--- config.mk ---
export PLATFORM = sky130hd
export DESIGN_NAME = rce_ctrl
export DESIGN_NICKNAME = d
export VERILOG_FILES = /design/src/rtl/rce_pkg.sv /design/src/rtl/rce_ctrl.sv
export SDC_FILE = /design/constraint.sdc
export NUM_CORES = 1
export LEC_CHECK = 0
export BUFFER_PORTS_ARGS = -buffer_cell sky130_fd_sc_hd__buf_2
export CORE_AREA = 4 4 41 43
export CTS_BUF_LIST = sky130_fd_sc_hd__clkbuf_16
export CTS_CLUSTER_DIAMETER = 30
export DETAILED_ROUTE_END_ITERATION = 8
export DIE_AREA = 0 0 45 47
export SYNTH_ARGS = -nofsm -noshare
export SYNTH_HDL_FRONTEND = slang
export SYNTH_SLANG_ARGS = --single-unit
--- constraint.sdc ---
create_clock -name clk -period 1.4 [get_ports clk]
set_clock_uncertainty 0.05 [all_clocks]
set_input_delay 0.21 -clock clk [delete_from_list [all_inputs] [get_ports clk]]
set_output_delay 0.21 -clock clk [all_outputs]
set_load 0.01 [all_outputs]
--- src/rtl/rce_pkg.sv ---
// ============================================================================
// rce_pkg: shared types and constants of the reference-counted entry cache
// Field widths, request codes, result status codes and the command and
// status groups that pass between the controller and the datapath.
// ============================================================================
package rce_pkg;

  localparam int BLK_W       = 31;
  localparam int OFS_W       = 6;
  localparam int SLOT_W      = 6;
  localparam int OUT_COUNT_W = 16;
  localparam int STATUS_W    = 3;

  localparam logic FUNC_GET = 1'b0;
  localparam logic FUNC_PUT = 1'b1;

  typedef enum logic [STATUS_W-1:0] {
    RES_HIT      = 3'd0,
    RES_LOADED   = 3'd1,
    RES_FULL     = 3'd2,
    RES_OVERFLOW = 3'd3,
    RES_RELEASED = 3'd4,
    RES_FREED    = 3'd5,
    RES_ROOT     = 3'd6,
    RES_BAD_SLOT = 3'd7
  } res_status_t;

  typedef enum logic [2:0] {
    OP_CLEAR,
    OP_IDLE,
    OP_SCAN,
    OP_HIT,
    OP_MISS,
    OP_LOAD,
    OP_CHECK,
    OP_EVAL
  } dp_op_t;

  typedef enum logic [2:0] {
    S_CLEAR,
    S_IDLE,
    S_SCAN,
    S_HIT,
    S_MISS,
    S_LOAD,
    S_CHECK,
    S_EVAL
  } ctrl_state_t;

  typedef struct packed {
    dp_op_t op;
    logic   accept;
    logic   commit;
  } dp_cmd_t;

  typedef struct packed {
    logic clear_done;
    logic hit;
    logic scan_miss;
    logic stack_empty;
    logic slot_ok;
  } dp_status_t;

endpackage

--- src/rtl/rce_ctrl.sv ---
// ============================================================================
// rce_ctrl: sequencing controller of the reference-counted entry cache
// Steps each request through scan, update and free-stack handling, and owns
// the request and result handshakes.
// ============================================================================
module rce_ctrl import rce_pkg::*; (
  input  logic       clk,
  input  logic       rst,
  input  logic       s_tvalid,
  output logic       s_tready,
  input  logic       func,
  output logic       m_tvalid,
  input  logic       m_tready,
  output dp_cmd_t    cmd,
  input  dp_status_t status
);

  ctrl_state_t state;
  ctrl_state_t state_next;
  logic        out_valid;
  logic        fire;

  // The result register may be loaded once it is empty or being emptied.
  assign fire     = !out_valid || m_tready;
  assign m_tvalid = out_valid;

  always_comb begin
    state_next = state;
    unique case (state)
      S_CLEAR: begin
        if (status.clear_done) begin
          state_next = S_IDLE;
        end
      end
      S_IDLE: begin
        if (s_tvalid) begin
          state_next = (func == FUNC_PUT) ? S_CHECK : S_SCAN;
        end
      end
      S_SCAN: begin
        if (status.hit) begin
          state_next = S_HIT;
        end else if (status.scan_miss) begin
          state_next = S_MISS;
        end
      end
      S_HIT, S_LOAD, S_EVAL: begin
        if (fire) begin
          state_next = S_IDLE;
        end
      end
      S_MISS: begin
        if (!status.stack_empty) begin
          state_next = S_LOAD;
        end else if (fire) begin
          state_next = S_IDLE;
        end
      end
      S_CHECK: begin
        if (status.slot_ok) begin
          state_next = S_EVAL;
        end else if (fire) begin
          state_next = S_IDLE;
        end
      end
      default: state_next = S_CLEAR;
    endcase
  end

  always_comb begin
    s_tready   = 1'b0;
    cmd.op     = OP_IDLE;
    cmd.accept = 1'b0;
    cmd.commit = 1'b0;
    unique case (state)
      S_CLEAR: cmd.op = OP_CLEAR;
      S_IDLE: begin
        s_tready   = 1'b1;
        cmd.accept = s_tvalid;
      end
      S_SCAN: cmd.op = OP_SCAN;
      S_HIT: begin
        cmd.op     = OP_HIT;
        cmd.commit = fire;
      end
      S_MISS: begin
        cmd.op     = OP_MISS;
        cmd.commit = fire && status.stack_empty;
      end
      S_LOAD: begin
        cmd.op     = OP_LOAD;
        cmd.commit = fire;
      end
      S_CHECK: begin
        cmd.op     = OP_CHECK;
        cmd.commit = fire && !status.slot_ok;
      end
      S_EVAL: begin
        cmd.op     = OP_EVAL;
        cmd.commit = fire;
      end
      default: cmd.op = OP_IDLE;
    endcase
  end

  always_ff @(posedge clk) begin
    if (rst) begin
      state     <= S_CLEAR;
      out_valid <= 1'b0;
    end else begin
      state <= state_next;
      if (cmd.commit) begin
        out_valid <= 1'b1;
      end else if (m_tready) begin
        out_valid <= 1'b0;
      end
    end
  end

endmodule

---- Word-level counts from Yosys, hierarchy flattened ----
Cells that the tools add are included.
storage, ports and cells
  RAM bits ................................ 0
  bits in latches ......................... 0
  bits of input ports ..................... 10
  memories ................................ 0
  memory bits (read-only) ................. 0
  word-level logic and storage cells ...... 36
  flip-flop bits (word level) ............. 4
  output and inout bits ................... 7
cells by class
  $mul .................................... 0
  equality and inequality tests ........... 10
  bitwise operators ....................... 0
  shift-type cells ........................ 0
  div/mod/pow operators ................... 0
  muxes and demuxes ....................... 15
  magnitude comparators ................... 0
  reductions and logical operators ........ 9
  add/subtract/negate cells ............... 0
operators with widths
  cell                count
  $mux 3              8
  $pmux 3 s7          1
  $pmux 3 s6          1
  $eq 3x3->1 const B  4
  $eq 3x2->1 const B  2
  $mux 1              4
  $ne 2x2->1 const B  2
  $eq 3x1->1 const B  1
  $logic_not 3->1     1
  $ne 3x3->1 const B  1
  $pmux 1 s3          1
  $reduce_and 3->1    1
  $reduce_or 3->1     1
  $logic_and 1x1->1   2
  $logic_not 1->1     2
  $reduce_bool 2->1   1
  $logic_or 1x1->1    1

---- Logic depth before layout (Yosys ltp) ----
  depth after elaboration ................. 5
  mapped depth ............................ 5
  mapped depth without buffers ............ 4

---- Worst setup path before layout ----
Ideal clock, no wire load.
  path type ............................... register -> output
  start ................................... register state[0]
  end ..................................... output cmd[1] in the netlist's numbering
  arrival time ............................ 0.974 ns
  buffers on the path ..................... 1
  path slack .............................. 0.166 ns
  cell stages (with the launch flop) ...... 4
  data required time ...................... 1.140 ns
  cell sequence ........................... dfxtp_1 > buf_2 > nor3b_2 > and2_1
RTL lines
  what                    line             RTL
  start, declared         rce_ctrl.sv:18   ctrl_state_t state;
  start signal, assigned  rce_ctrl.sv:111  state <= state_next;
  end, declared           rce_ctrl.sv:14   output dp_cmd_t cmd,

==> impl_results.md <==
* Kind of end point of the critical path: primary output
* Commonest cells after routing, fill and taps aside: buf_2, nor2_1, a21oi_1, buf_4
* Post-CTS Hold Buffers at 0
* R2R cell count at 6
* ANT nets after route at 0
* Top FF cell, synth: dfxtp_1
* Unrepaired setup endpoints after global routing: yes
* Startpoint Class: flip-flop
* Setup violations, final at 1
* R2R Path Start: state[1]
* Reg2reg end: state[0]
* Maximum clock path buffer count at 2
* Sequential fraction of the synthesis area at 24.1%
* PortBufs at 16
* Die Ht at 47 µm
* CP Class: flip-flop to primary output
* Worst Min Path Start: rst
* Fmax achieved at 709 MHz
* PD cells at 1630 mW/mm²
* Fillers at 139
* Max stage delay cell, worst path: dfxtp_2
* Post-Place Worst Slack at 0.113 ns
* # DRC at 0
* Final #Nets at 76
* 1st-iter DRT viols at 7
* I/O Pins at 17
* Std cell rows at 13
* Cells along the critical path: buf_6 > nor3b_4 > and2_1 > buf_2
* Fin Hold WS at 0.159 ns
* Crit Path Max Fanout at 5
* # diodes at 0
* Max Cap Violations at 0
* Worst-skew pair later-pin latency at 0.23 ns
* Area leader, netlist: dfxtp_1
* Area grow syn2layout at 59.4%
* Setup crit start: state[1]
* Clock Sinks at 4
* Max-slew violations at 0
* Gpl congestion at 0.820
* Hold Fails Final Rpt at 0
* CP Buf/Inv Count at 2
* CP Depth at 4
* Final period utilization at 101%
* WL per Instance at 11.3 µm
* Detail Placement HPWL at 644 µm
* Sw Share at 26.2%
* Setup ws final at -0.0102 ns
* Share of total power in sequential cells at 19.2%
* Status: finished, violations left
* Finished Cell Area at 531 µm²
* Syn avg cell area at 7.24 µm²
* Largest delay share family, worst path: simple AND/OR/NAND/NOR gates
* Post-synth EDFFs at 0
* Top cell type's share of synthesized area at 24.1%
* Mapped Cells at 46
* Maximum vdd drop at 0.853 mV
* Post-synth ARST share at 0%
* Grt ovf at 0
* DR vias at 368
* Worst Setup EP: cmd[1]
* Clock slew seen by the registers of the worst setup and hold paths at 0.03 ns
* Worst path required time at 1.14 ns
* Synthesized flop and latch total at 4
* Yosys cell types at 25
* Vias in the first global route at 337
* CTS tree: yes
* Power share of the combinational group at 29.1%
* Gr usage total at 9.40%
* Worst Max-Slew Pin Slew at 0.226 ns
* Int Power at 0.637 mW
* Crit path arrival time at 1.15 ns
* Clock Power Share at 51.7%
* Failing checks: setup timing
* Leak at 0.259 nW
* Flop-to-flop setup slack at 0.07 ns
* Initial cell density of the core at 25.6%
* Most common library cell in the layout ignoring fill and taps: buf_2
* Dpl cell area at 412 µm²
* Synth Warn # at 0
* Largest net degree at the start of global routing at 12
* Pre-antenna DRT Iters at 3
* Vias per cell at 4.66
* Core ar. at 0.00130 mm²
* Final Critical Period at 1.41 ns
* Leading post-synthesis cells by cell area: dfxtp_1, a21oi_1, nor2_1, o21ai_0, nand2b_1
* Die ar. at 0.00212 mm²
* Synthesized Nets at 56
* Worst stage delay on the critical path at 0.33 ns
* Initial antenna violation count at 0
* Depth of the CTS H-tree at 1
* Die width at 45 µm
* TritonCTS Buffers at 3
* Routed WL at 893 µm
* Layout cells sized above 1 at 48.4%
* Global-route wire length before repair at 1370 µm
* Hold Crit Class: input port to flip-flop
* Psw at 0.226 mW
* Syn Std Cell Area at 333 µm²
* Rel. slew slack at 85.0%
* Setup TNS at -0.0102 ns
* Clk root buf: clkbuf_16
[power groups by stage]
stage / Sequential [mW] / Clock, mW / Combinational, mW
2_1_floorplan: 0.139 / 0 / 0.166
3_3_place_gp: 0.161 / 0 / 0.208
3_5_place_dp: 0.160 / 0 / 0.206
4_1_cts: 0.163 / 0.457 / 0.221
5_1_grt: 0.168 / 0.461 / 0.274
6_report: 0.165 / 0.447 / 0.252
[metal layers]
layer | wire, µm | vias to the layer above | track usage, %
met5 | 0 | - | 0
met4 | 19 | 0 | 8.77
met1 | 407 | 155 | 11.1
li1 | - | 198 | -
met3 | 77 | 2 | 4.60
met2 | 389 | 13 | 12.1
[synthesized netlist by cell type, types with 2 or more instances]
master,number
dfxtp_1,4
clkbuf_1,3
o21ai_0,3
nand2b_1,2
nor2_1,6
a21oi_1,6
nand2_1,3
nor2b_1,2
[layout make-up]
cell class / instances / area, µm² / area share, %
Multi-Input combinational cell: 36 / 231 / 43.6
Clock buffer: 3 / 75.1 / 14.2
Sequential cell: 4 / 83.8 / 15.8
Tap cell: 15 / 18.8 / 3.54
Timing Repair Buffer: 21 / 121 / 22.9
[per-stage QoR]
step	power [mW]	std cells	util, %
6_report	0.864	79	40.8
3_5_place_dp	0.366	73	31.6
5_1_grt	0.903	79	40.8
3_3_place_gp	0.369	73	31.6
2_1_floorplan	0.305	46	-
4_1_cts	0.842	77	39.0
[kinds of logic (layout without fill, tap and decap cells)]
family | Yosys count | after routing | share of synthesized area [%]
AO/OA/AOI/OAI | 16 | 16 | 31.2
XOR/XNOR | 1 | 1 | 2.63
AND/OR/NAND/NOR | 18 | 18 | 28.6
buffers and inverters | 6 | 24 | 10.5
flip-flops | 4 | 4 | 24.1
multiplexers | 1 | 1 | 3.01
[sequential cells by signal (all words and copies together), names as in the netlist]
name and count:
state 3, m_tvalid 1
[repair_timing]
action,CTS,global route
setup buffers,1,2
endpoints found under the setup margin,3,3
gates resized for setup,5,2
pin swaps,2,2
[worst min-delay path by stage]
stage               end  depth (start not counted)
3_3_place_gp   m_tvalid                          2
5_1_grt        state[1]                          2
3_5_place_dp   m_tvalid                          2
6_report       state[1]                          2
2_1_floorplan  m_tvalid                          1
4_1_cts        state[1]                          2
No activity file was read; power rests on OpenSTA's default activity.
